### config.mk
export PLATFORM = sky130hd
export DESIGN_NAME = decimal_pair_list_parser_core
export DESIGN_NICKNAME = d
export VERILOG_FILES = /design/src/rtl/dplp_pkg.sv /design/src/rtl/decimal_pair_list_parser_core.sv
export SDC_FILE = /design/constraint.sdc
export NUM_CORES = 1
export LEC_CHECK = 0
export BUFFER_PORTS_ARGS = -buffer_cell sky130_fd_sc_hd__buf_2
export CAP_MARGIN = 40
export CORE_AREA = 2 2 192 194
export DETAILED_ROUTE_END_ITERATION = 16
export DIE_AREA = 0 0 194 196
export PLACE_DENSITY = 0.8
export SYNTH_ARGS = -nofsm -noshare
export SYNTH_HDL_FRONTEND = slang
export SYNTH_SLANG_ARGS = --single-unit
### constraint.sdc
create_clock -name aclk -period 11.92 [get_ports aclk]
set_input_delay 0 -clock aclk [delete_from_list [all_inputs] [get_ports aclk]]
set_output_delay 0 -clock aclk [all_outputs]
set_load 0.01 [all_outputs]
### src/rtl/dplp_pkg.sv
`default_nettype none

package dplp_pkg;

    // Saturation range of the parsed values, in bits including the sign
    localparam int VALUE_BITS = 32;
    // Width of the x and y result fields
    localparam int OUT_BITS   = 32;
    // Magnitude accumulator: just wide enough to hold 2**(VALUE_BITS-1)
    localparam int ACC_BITS   = VALUE_BITS;
    // Product of accumulator times ten plus a digit
    localparam int MAC_BITS   = ACC_BITS + 4;

    localparam logic [7:0] MAX_PAIRS_RESET = 8'd27;
    localparam logic [3:0] RADIX           = 4'd10;

    // Character codes
    localparam logic [7:0] CH_NUL   = 8'h00;
    localparam logic [7:0] CH_TAB   = 8'h09;
    localparam logic [7:0] CH_CR    = 8'h0D;
    localparam logic [7:0] CH_SPACE = 8'h20;
    localparam logic [7:0] CH_PLUS  = 8'h2B;
    localparam logic [7:0] CH_COMMA = 8'h2C;
    localparam logic [7:0] CH_MINUS = 8'h2D;
    localparam logic [7:0] CH_ZERO  = 8'h30;
    localparam logic [7:0] CH_NINE  = 8'h39;

    // Record kinds
    localparam logic KIND_PAIR  = 1'b0;
    localparam logic KIND_COUNT = 1'b1;

    // One result record
    typedef struct packed {
        logic                       kind;
        logic [7:0]                 pair_index;
        logic signed [OUT_BITS-1:0] x_value;
        logic signed [OUT_BITS-1:0] y_value;
        logic [7:0]                 pair_count;
        logic                       last;
    } record_t;

endpackage

`default_nettype wire

### src/rtl/decimal_pair_list_parser_core.sv
`default_nettype none

// Chan  Dir  Handshake          Payload
// s_    in   s_valid / s_ready  s_char_code, s_end_of_message
// m_    out  m_valid / m_ready  m_kind, m_pair_index, m_x_value, m_y_value, m_pair_count, m_last
// cfg_  in   cfg_wr_en          cfg_wr_data (max_pairs)
//
// One byte per cycle while the queue has room: a request is held in an input
// register, parsed in a single pass of the digit multiply-accumulate and phase
// logic, and its zero, one or two records go into a four-entry output queue.
// The parser takes a byte only while the queue has two free entries, so a
// stalled m_ready backs up to s_ready after that. Synchronous active-low reset
// clears parse state, queue and max_pairs (to 27).

module decimal_pair_list_parser_core (
    input  wire logic                                aclk,
    input  wire logic                                aresetn,

    input  wire logic                                s_valid,
    output logic                                     s_ready,
    input  wire logic [7:0]                          s_char_code,
    input  wire logic                                s_end_of_message,

    output logic                                     m_valid,
    input  wire logic                                m_ready,
    output logic                                     m_kind,
    output logic [7:0]                               m_pair_index,
    output logic signed [dplp_pkg::OUT_BITS-1:0]     m_x_value,
    output logic signed [dplp_pkg::OUT_BITS-1:0]     m_y_value,
    output logic [7:0]                               m_pair_count,
    output logic                                     m_last,

    input  wire logic                                cfg_wr_en,
    input  wire logic [7:0]                          cfg_wr_data
);

    typedef enum logic [2:0] {
        PH_LEAD_X,
        PH_NUM_X,
        PH_LEAD_Y,
        PH_NUM_Y,
        PH_AFTER_Y
    } phase_t;

    localparam logic [dplp_pkg::MAC_BITS-1:0] LIM =
        dplp_pkg::MAC_BITS'(1) << (dplp_pkg::VALUE_BITS - 1);
    localparam int QDEPTH = 4;

    // Saturating acc * 10 + digit
    function automatic logic [dplp_pkg::ACC_BITS-1:0] mac_digit(
        input logic [dplp_pkg::ACC_BITS-1:0] acc,
        input logic [7:0]                    c
    );
        logic [dplp_pkg::MAC_BITS-1:0] t;
        begin
            t = (dplp_pkg::MAC_BITS'(acc) << 3) + (dplp_pkg::MAC_BITS'(acc) << 1)
                + dplp_pkg::MAC_BITS'(c - dplp_pkg::CH_ZERO);
            if (t > LIM) begin
                t = LIM;
            end
            mac_digit = t[dplp_pkg::ACC_BITS-1:0];
        end
    endfunction

    // Signed value of the magnitude, clamped to the VALUE_BITS range
    function automatic logic signed [dplp_pkg::OUT_BITS-1:0] finish_value(
        input logic [dplp_pkg::ACC_BITS-1:0] acc,
        input logic                          neg
    );
        logic [dplp_pkg::MAC_BITS-1:0] mag;
        begin
            mag = dplp_pkg::MAC_BITS'(acc);
            if (neg) begin
                if (mag > LIM) begin
                    mag = LIM;
                end
                finish_value = -dplp_pkg::OUT_BITS'(mag);
            end else begin
                if (mag > LIM - 1) begin
                    mag = LIM - 1;
                end
                finish_value = dplp_pkg::OUT_BITS'(mag);
            end
        end
    endfunction

    // Configuration
    logic [7:0] max_pairs_reg;

    // Input register
    logic       in_valid_reg;
    logic [7:0] in_char_reg;
    logic       in_eom_reg;

    // Parse state
    phase_t                        phase_reg, phase_next;
    logic                          neg_reg, neg_next;
    logic                          seen_reg, seen_next;
    logic [dplp_pkg::ACC_BITS-1:0] acc_reg, acc_next;
    logic signed [dplp_pkg::OUT_BITS-1:0] held_reg, held_next;
    logic [7:0]                    done_reg, done_next;
    logic                          stop_reg, stop_next;

    // Output queue
    dplp_pkg::record_t q_reg [QDEPTH];
    logic [1:0]        wr_ptr_reg;
    logic [1:0]        rd_ptr_reg;
    logic [2:0]        count_reg;

    logic              fire;
    logic              pop;
    logic [1:0]        push_n;
    dplp_pkg::record_t rec0, rec1;

    assign fire    = in_valid_reg && (count_reg <= 3'(QDEPTH - 2));
    assign s_ready = !in_valid_reg || fire;
    assign m_valid = (count_reg != 3'd0);
    assign pop     = m_valid && m_ready;

    // Parse one byte
    always_comb begin
        logic       eom;
        logic       is_digit;
        logic       is_white;
        logic       is_sep;
        logic       do_lead;
        phase_t     lead_tgt;
        dplp_pkg::record_t pair_rec;
        dplp_pkg::record_t cnt_rec;
        logic       emit_pair;

        eom      = in_eom_reg || (in_char_reg == dplp_pkg::CH_NUL);
        is_digit = in_char_reg inside {[dplp_pkg::CH_ZERO:dplp_pkg::CH_NINE]};
        is_white = (in_char_reg == dplp_pkg::CH_SPACE)
                   || (in_char_reg inside {[dplp_pkg::CH_TAB:dplp_pkg::CH_CR]});
        is_sep   = (in_char_reg == dplp_pkg::CH_SPACE) || (in_char_reg == dplp_pkg::CH_COMMA);
        do_lead  = 1'b0;
        lead_tgt = PH_NUM_X;
        emit_pair = 1'b0;

        phase_next = phase_reg;
        neg_next   = neg_reg;
        seen_next  = seen_reg;
        acc_next   = acc_reg;
        held_next  = held_reg;
        done_next  = done_reg;
        stop_next  = stop_reg;

        pair_rec            = '0;
        pair_rec.kind       = dplp_pkg::KIND_PAIR;
        pair_rec.pair_index = done_reg;
        pair_rec.x_value    = held_reg;
        pair_rec.y_value    = finish_value(acc_reg, neg_reg);
        cnt_rec             = '0;
        cnt_rec.kind        = dplp_pkg::KIND_COUNT;
        cnt_rec.last        = 1'b1;

        // Pair limit reached, including a limit lowered mid message
        if (done_next >= max_pairs_reg) begin
            stop_next = 1'b1;
        end

        if (eom) begin
            // A y ended by the message end still completes its pair
            if (!stop_next && phase_reg == PH_NUM_Y && seen_reg) begin
                emit_pair = 1'b1;
                done_next = done_reg + 8'd1;
            end
            cnt_rec.pair_count = done_next;
            phase_next = PH_LEAD_X;
            neg_next   = 1'b0;
            seen_next  = 1'b0;
            acc_next   = '0;
            held_next  = '0;
            done_next  = '0;
            stop_next  = 1'b0;
        end else if (!stop_next) begin
            case (phase_reg)
                PH_LEAD_X: begin
                    do_lead  = 1'b1;
                    lead_tgt = PH_NUM_X;
                end
                PH_LEAD_Y: begin
                    do_lead  = 1'b1;
                    lead_tgt = PH_NUM_Y;
                end
                PH_NUM_X, PH_NUM_Y: begin
                    if (is_digit) begin
                        acc_next  = mac_digit(acc_reg, in_char_reg);
                        seen_next = 1'b1;
                    end else if (!seen_reg) begin
                        stop_next = 1'b1;
                    end else if (phase_reg == PH_NUM_X) begin
                        // x done: this byte opens the search for y
                        held_next  = finish_value(acc_reg, neg_reg);
                        phase_next = PH_LEAD_Y;
                        do_lead    = 1'b1;
                        lead_tgt   = PH_NUM_Y;
                    end else begin
                        // y done: emit, then the byte is looked at again
                        emit_pair  = 1'b1;
                        done_next  = done_reg + 8'd1;
                        phase_next = PH_AFTER_Y;
                        if (done_next >= max_pairs_reg) begin
                            stop_next = 1'b1;
                        end else if (!is_sep) begin
                            phase_next = PH_LEAD_X;
                            do_lead    = 1'b1;
                            lead_tgt   = PH_NUM_X;
                        end
                    end
                end
                PH_AFTER_Y: begin
                    if (!is_sep) begin
                        phase_next = PH_LEAD_X;
                        do_lead    = 1'b1;
                        lead_tgt   = PH_NUM_X;
                    end
                end
                default: begin
                    stop_next = 1'b1;
                end
            endcase

            // Leading part of a number: skip white space, take sign or digit
            if (do_lead && !is_white) begin
                neg_next  = 1'b0;
                seen_next = 1'b0;
                acc_next  = '0;
                if (in_char_reg == dplp_pkg::CH_PLUS || in_char_reg == dplp_pkg::CH_MINUS) begin
                    neg_next   = (in_char_reg == dplp_pkg::CH_MINUS);
                    phase_next = lead_tgt;
                end else if (is_digit) begin
                    acc_next   = mac_digit('0, in_char_reg);
                    seen_next  = 1'b1;
                    phase_next = lead_tgt;
                end else begin
                    stop_next = 1'b1;
                end
            end
        end

        // Records for the queue, pair first
        rec1 = cnt_rec;
        if (eom) begin
            if (emit_pair) begin
                rec0   = pair_rec;
                push_n = 2'd2;
            end else begin
                rec0   = cnt_rec;
                push_n = 2'd1;
            end
        end else begin
            rec0   = pair_rec;
            push_n = emit_pair ? 2'd1 : 2'd0;
        end
        if (!fire) begin
            push_n = 2'd0;
        end
    end

    // Control and parse state
    always_ff @(posedge aclk) begin
        if (!aresetn) begin
            max_pairs_reg <= dplp_pkg::MAX_PAIRS_RESET;
            in_valid_reg  <= 1'b0;
            phase_reg     <= PH_LEAD_X;
            neg_reg       <= 1'b0;
            seen_reg      <= 1'b0;
            acc_reg       <= '0;
            held_reg      <= '0;
            done_reg      <= '0;
            stop_reg      <= 1'b0;
            wr_ptr_reg    <= '0;
            rd_ptr_reg    <= '0;
            count_reg     <= '0;
        end else begin
            if (cfg_wr_en) begin
                max_pairs_reg <= cfg_wr_data;
            end
            if (s_ready) begin
                in_valid_reg <= s_valid;
            end
            if (fire) begin
                phase_reg <= phase_next;
                neg_reg   <= neg_next;
                seen_reg  <= seen_next;
                acc_reg   <= acc_next;
                held_reg  <= held_next;
                done_reg  <= done_next;
                stop_reg  <= stop_next;
            end
            wr_ptr_reg <= wr_ptr_reg + push_n;
            if (pop) begin
                rd_ptr_reg <= rd_ptr_reg + 2'd1;
            end
            count_reg <= count_reg + 3'(push_n) - 3'(pop);
        end
    end

    // Input payload and queue storage
    always_ff @(posedge aclk) begin
        if (s_valid && s_ready) begin
            in_char_reg <= s_char_code;
            in_eom_reg  <= s_end_of_message;
        end
        if (push_n != 2'd0) begin
            q_reg[wr_ptr_reg] <= rec0;
        end
        if (push_n == 2'd2) begin
            q_reg[wr_ptr_reg + 2'd1] <= rec1;
        end
    end

    // Head of queue drives the result channel
    always_comb begin
        dplp_pkg::record_t head;
        head         = q_reg[rd_ptr_reg];
        m_kind       = head.kind;
        m_pair_index = head.pair_index;
        m_x_value    = head.x_value;
        m_y_value    = head.y_value;
        m_pair_count = head.pair_count;
        m_last       = head.last;
    end

endmodule

`default_nettype wire

==> results of run 1 <==
[layer usage]
layer,routed length [µm],global-route usage (%),up-vias
li1,-,-,8247
met1,25400,42.8,8924
met2,28900,51.9,943
met3,4890,4.56,145
met4,2210,13.3,0
met5,0,0,-
[where the power goes]
group / total, mW / switching [mW] / internal (mW)
clock network: 1.40 / 0.592 / 0.812
logic: 0.651 / 0.390 / 0.261
registers: 1.59 / 0.0724 / 1.51
[layout by cell type (no fill, tap or decap), drive strengths merged, types with 12 or more instances in the layout]
master and instances:
a211oi 14, a21o 18, a21oi 104, a22o 195, a22oi 45, and2 14, buf 133, clkbuf 64
clkinv 13, dfxtp 388, dlygate4sd3 32, edfxtp 41, fa 32, ha 65, inv 49, mux4 81
nand2 278, nand3 28, nand4 21, nor2 154, nor3 37, nor4 13, o211ai 12, o21ai 210
o41ai 21, or3 20, xnor2 24
[through the flow]
stage | hold slack (ps) | utilization, % | total power [mW]
floorplan | 98.9 | - | 2.05
global placement | 182 | 61.0 | 2.22
detailed placement | 184 | 61.5 | 2.25
CTS | 113 | 66.5 | 3.64
global route | 142 | 66.5 | 3.76
finish | 133 | 66.5 | 3.64
[worst min path at each step]
stage / end / startpoint / slack [ps]
floorplan: in_char_reg[0]$_DFFE_PP_ / s_char_code[0] / 100
global placement: in_char_reg[6]$_DFFE_PP_ / s_char_code[6] / 180
detailed placement: in_char_reg[2]$_DFFE_PP_ / s_char_code[2] / 180
CTS: in_char_reg[1]$_DFFE_PP_ / s_char_code[1] / 110
global route: in_char_reg[0]$_DFFE_PP_ / s_char_code[0] / 140
finish: in_char_reg[1]$_DFFE_PP_ / s_char_code[1] / 130
[cell type report]
class / instances / area (µm²) / area share (%)
clock buffers: 64 / 1310 / 5.46
flip-flops and latches: 429 / 9010 / 37.6
inverters: 48 / 180 / 0.751
clock inverters: 18 / 163 / 0.678
repair buffers: 165 / 1170 / 4.87
multi-input cells: 1549 / 11600 / 48.2
well taps: 468 / 586 / 2.44
[worst reg2reg max path: stages (launching register included)]
cell and delay [ps]:
edfxtp_1 450, ha_1 270, or3_1 400, inv_1 90, buf_4 370, fa_1 510
ha_1 480, nand4_1 290, nor4_1 270, o21ai_0 270, a31oi_1 470, a211oi_1 170
xnor2_1 190, nor2_2 320, nand2_1 390, buf_8 290, o41ai_1 380
[kinds of logic after synthesis]
| group | after synthesis | synth area share (%) |
|---|---|---|
| XOR/XNOR | 33 | 1.35 |
| buffers and inverters | 206 | 4.43 |
| adder cells (fa/ha/maj) | 97 | 6.78 |
| multiplexers | 89 | 8.89 |
| flip-flops | 429 | 42.0 |
| AND/OR/NAND/NOR | 618 | 12.9 |
| AO/OA/AOI/OAI | 712 | 23.6 |
==> results.cfg, run 1 <==
[sta]
finalSetupViolCount = 0
drv_slew = 0
worst_slack_ps = 6200
relSlewSlack_pct = 34.2
finalCritPeriodShare_pct = 47.9
setup_tns_ps = 0
rsz0062_at_grt = false
clock_skew_ps = 21.3
worst_pin_slew_ps = 981
hold_violations = 0
fmax_mhz = 175
fin_crit_ps = 5720

[floorplanning]
start_util_pct = 59.4
die-height_um = 196
fp-row-count = 70
fp.dieW_um = 194
core_area_um2 = 36100
dieArea_um2 = 38000
io_pins = 106

[routing]
ant_nets = 0
drtPass1Iterations = 5
wl_mm = 61.4
wl_per_cell_um = 22.4
drt_iter0_drc = 1756
remaining_drc_errors = 0
viasPerCell = 6.66
via_count = 18300

[worst_setup_path]
timing.rr.end = acc_reg[9]$_SDFFE_PN0P_
endpoint_kind = flip-flop
arrival_ps = 6180
cp_common_cell = ha_1
startpoint_type = flip-flop
cp.depth = 16
ff2ff_setup_slack_ps = 6200
reg2regPathDepth = 16
path_max_fanout = 27
crit_chain = ha_1 > or3_1 > inv_1 > buf_4 > fa_1 > ha_1 > nand4_1 > nor4_1 > o21ai_0 > a31oi_1 > a211oi_1 > xnor2_1 > nor2_2 > nand2_1 > buf_8 > o41ai_1
startpoint = in_char_reg[5]$_DFFE_PP_
timing.rr.start = in_char_reg[5]$_DFFE_PP_
crit_family = simple AND/OR/NAND/NOR gates
setup.worst_path.class = reg -> reg
cp_num_buf_inv = 3
slowest_stage = fa_1
crit_end = acc_reg[9]$_SDFFE_PN0P_
cpPeakStageDelay_ps = 500
worstPathRequired_ps = 12380

[hold_path]
whs_path_depth = 2
holdCritPathClass = in -> reg

[synthesis]
synth.area.top_cells = dfxtp_1 36%, mux4_2 8.5%, a22o_1 8.0%, edfxtp_1 5.7%, nand2_1 4.9%
yosysMostFrequentCell = dfxtp_1
ys_seq_area_share_pct = 42.0
syn_area_um2 = 21400
synth-seq-cells = 429
synth_common_cells = 388 x dfxtp_1, 278 x nand2_1, 198 x o21ai_0
ys_async_sr_fraction_pct = 0
synthFlopType = dfxtp_1
ys_warn_count = 0
postSynthCellCount = 2184
yosys.area.top_type_share_pct = 36.2
syn_nets = 2303
yosys.cell_types.count = 95
synth-edff-count = 41
synth_top_area_cell = dfxtp_1
syn_avg_cell_area_um2 = 9.81

[layout]
layoutNonFillerInstCount = 2741
fin_nets = 2357
fillers = 2762
fin_area_um2 = 24000
area_delta_synth_final_pct = 11.9
drive_above_1_share_pct = 15.4
largest_register_ffs = 324
n_antenna_cell = 0

[cts]
cts_resized = 0
cts.sinks = 429
h-tree-depth = 2
cts_root_buffer = clkbuf_16
postCtsSetupBuffers = 0
cts_buffer_depth = 3
path_clk_slew_ps = 60
clkLatencyLatePin_ps = 580
postCtsHoldBufs = 32
cts_tree = yes
cts_made_buffers = 45

[place]
post-place-ws_ps = 6260
io_buffers = 105
placed_cell_area_um2 = 22200
dp_hpwl_mm = 41.2
dp_cells = 2627
gp_congestion = 0.928

[power]
powerDensity_nw_per_um2 = 152
leakagePower_nw = 9.39
ir_worst_vdd_v = 0.000159

[job]
max_cap_violations = 0

[grt]
grt_pass1_wl_mm = 97.6
antenna_found_initial = 0
grt_max_degree = 72
first_global_vias = 17800
track_usage_pct = 31.8
grt-ovfl-total = 0

[status]
status = finished clean
No activity file was read; power rests on OpenSTA's default activity.
==> inputs of run 2 (changes only) <==
Settings changed: CORE_AREA 2 2 192 194 to 2 2 199 201, DIE_AREA 0 0 194 196 to 0 0 201 203, PLACE_DENSITY 0.8 to 0.78.
Clock period 11.92 ns to 5.2 ns, I/O delays scaled along.
==> run 2 against run 1 <==
Critical path depth increased by 2. Highest routed layer is now met5. Non-clock buffer count increased by 28. Largest power group unchanged. Cell count increased by 2.7%. Global-route usage decreased by 2.5 points. Largest cell class unchanged.
==> results.cfg, run 2 (synthesized netlist as in run 1, its figures left out) <==
[status]
status = finished clean

[layout]
fin_nets = 2383
area_delta_synth_final_pct = 12.9
largest_register_ffs = 324
n_antenna_cell = 0
layout_commonest_cell = dfxtp_1
fillers = 3043
fin_area_um2 = 24200
post-route-util_pct = 62.9
final_cell_mix = 386 x dfxtp_1, 278 x nand2_1, 195 x o21ai_0, 195 x a22o_1, 147 x nor2_1
drive_above_1_share_pct = 16.7

[worst_setup_path]
crit_chain = ha_1 > or3_4 > clkinvlp_4 > buf_4 > fa_1 > ha_1 > buf_4 > a21oi_1 > o211ai_1 > a221oi_2 > a31oi_2 > buf_4 > a211oi_1 > xnor2_1 > nor2_2 > nand2_1 > buf_4 > o41ai_1
timing.rr.end = acc_reg[11]$_SDFFE_PN0P_
setup.worst_path.class = reg -> reg
endpoint_kind = flip-flop
timing.rr.start = in_char_reg[4]$_DFFE_PP_
cpPeakStageDelay_ps = 440
arrival_ps = 5330
ff2ff_setup_slack_ps = 320
startpoint_type = flip-flop
slowest_stage = edfxtp_1
worstPathRequired_ps = 5650
cp_common_cell = buf_4
reg2regPathDepth = 18
crit_end = acc_reg[11]$_SDFFE_PN0P_
path_max_fanout = 11
startpoint = in_char_reg[4]$_DFFE_PP_

[place]
gp_congestion = 1.00
io_buffers = 105
placed_cell_area_um2 = 22400
dp_hpwl_mm = 41.5

[routing]
remaining_drc_errors = 0
drt_iter0_drc = 2019
ant_nets = 0
wl_mm = 61.1
via_count = 18300
viasPerCell = 6.52
wl_per_cell_um = 21.7
drtPass1Iterations = 6

[sta]
fin_crit_ps = 4880
finalCritPeriodShare_pct = 93.8
clock_skew_ps = 12.8
setup_tns_ps = 0
fmax_mhz = 205
hold_violations = 0
worst_pin_slew_ps = 846
relSlewSlack_pct = 43.0
drv_slew = 0
rsz0062_at_grt = false
finalSetupViolCount = 0

[cts]
cts_made_buffers = 43
path_clk_slew_ps = 60
cts.sinks = 429
h-tree-depth = 2
cts_buffer_depth = 3
cts_root_buffer = clkbuf_16
cts_tree = yes
clkLatencyLatePin_ps = 560

[grt]
grt-ovfl-total = 0
grt_pass1_wl_mm = 96.8
grt_max_degree = 74
track_usage_pct = 29.4
first_global_vias = 17600
antenna_found_initial = 1

[power]
powerDensity_nw_per_um2 = 340
finalPower_mw = 8.23
ir_worst_vdd_v = 0.000224
leakagePower_nw = 9.48

[floorplanning]
fp-row-count = 72
io_pins = 106
start_util_pct = 55.7
fp.dieW_um = 201
dieArea_um2 = 40800
die-height_um = 203
core_area_um2 = 38500

[hold_path]
whs_path_depth = 2
holdCritPathClass = in -> reg

[job]
max_cap_violations = 0
run 2: power breakdown:
| part | total, mW | switching (mW) | internal [mW] |
|---|---|---|---|
| Clock | 3.09 | 1.32 | 1.77 |
| Sequential | 3.61 | 0.137 | 3.47 |
| Combinational | 1.54 | 0.918 | 0.620 |
| Total | 8.23 | 2.37 | 5.86 |
run 2: worst min-delay path by stage:
stage	end	from	slack [ps]
4_1_cts	in_char_reg[1]$_DFFE_PP_	s_char_code[1]	140
5_1_grt	in_char_reg[1]$_DFFE_PP_	s_char_code[1]	160
3_5_place_dp	in_eom_reg$_DFFE_PP_	s_end_of_message	180
2_1_floorplan	in_char_reg[0]$_DFFE_PP_	s_char_code[0]	100
6_report	in_char_reg[1]$_DFFE_PP_	s_char_code[1]	150
3_3_place_gp	in_char_reg[7]$_DFFE_PP_	s_char_code[7]	180
run 2: critical path, delay by kind of cell, from the launching register on:
kind / cells / cell delay (ps)
xor+xnor: 1 / 130
compound gates: 6 / 1630
fa+ha+maj: 3 / 1070
buf+inv: 5 / 900
flops: 1 / 440
simple gates: 3 / 610
run 2: metal layers:
metal / wire length [µm] / part of all wire (%) / up-vias / track usage (%)
met5: 13 / 0.021 / - / 0
met2: 29100 / 48 / 917 / 48.8
met4: 2200 / 3.6 / 2 / 11.3
li1: - / - / 8289 / -
met3: 4200 / 6.9 / 168 / 3.39
met1: 25600 / 42 / 8964 / 39.5
run 2: final cells by class:
cell class | instances | area [µm²] | share of cell area, %
clock buffer | 68 | 1290 | 5.34
inverter | 48 | 184 | 0.760
timing repair buffer | 193 | 1320 | 5.47
tap | 518 | 648 | 2.68
sequential | 429 | 9010 | 37.2
clock inverter | 9 | 120 | 0.496
multi-input combinational | 1549 | 11600 | 48.0
run 2: metrics by stage:
stage,setup WS (ps),hold WS (ps),std cells
2_1_floorplan,43.7,98.9,2184
6_report,320,149,2814
3_5_place_dp,82.0,180,2701
4_1_cts,56.4,141,2810
3_3_place_gp,217,180,2699
5_1_grt,26.2,156,2814
run 2: what timing repair did:
| action | CTS | global route |
|---|---|---|
| hold buffers | 32 | 0 |
| setup endpoints to repair | 0 | 32 |
| gates resized for setup | 0 | 16 |
| buffers inserted | 0 | 4 |
| endpoints found under the hold margin | 23 | 0 |
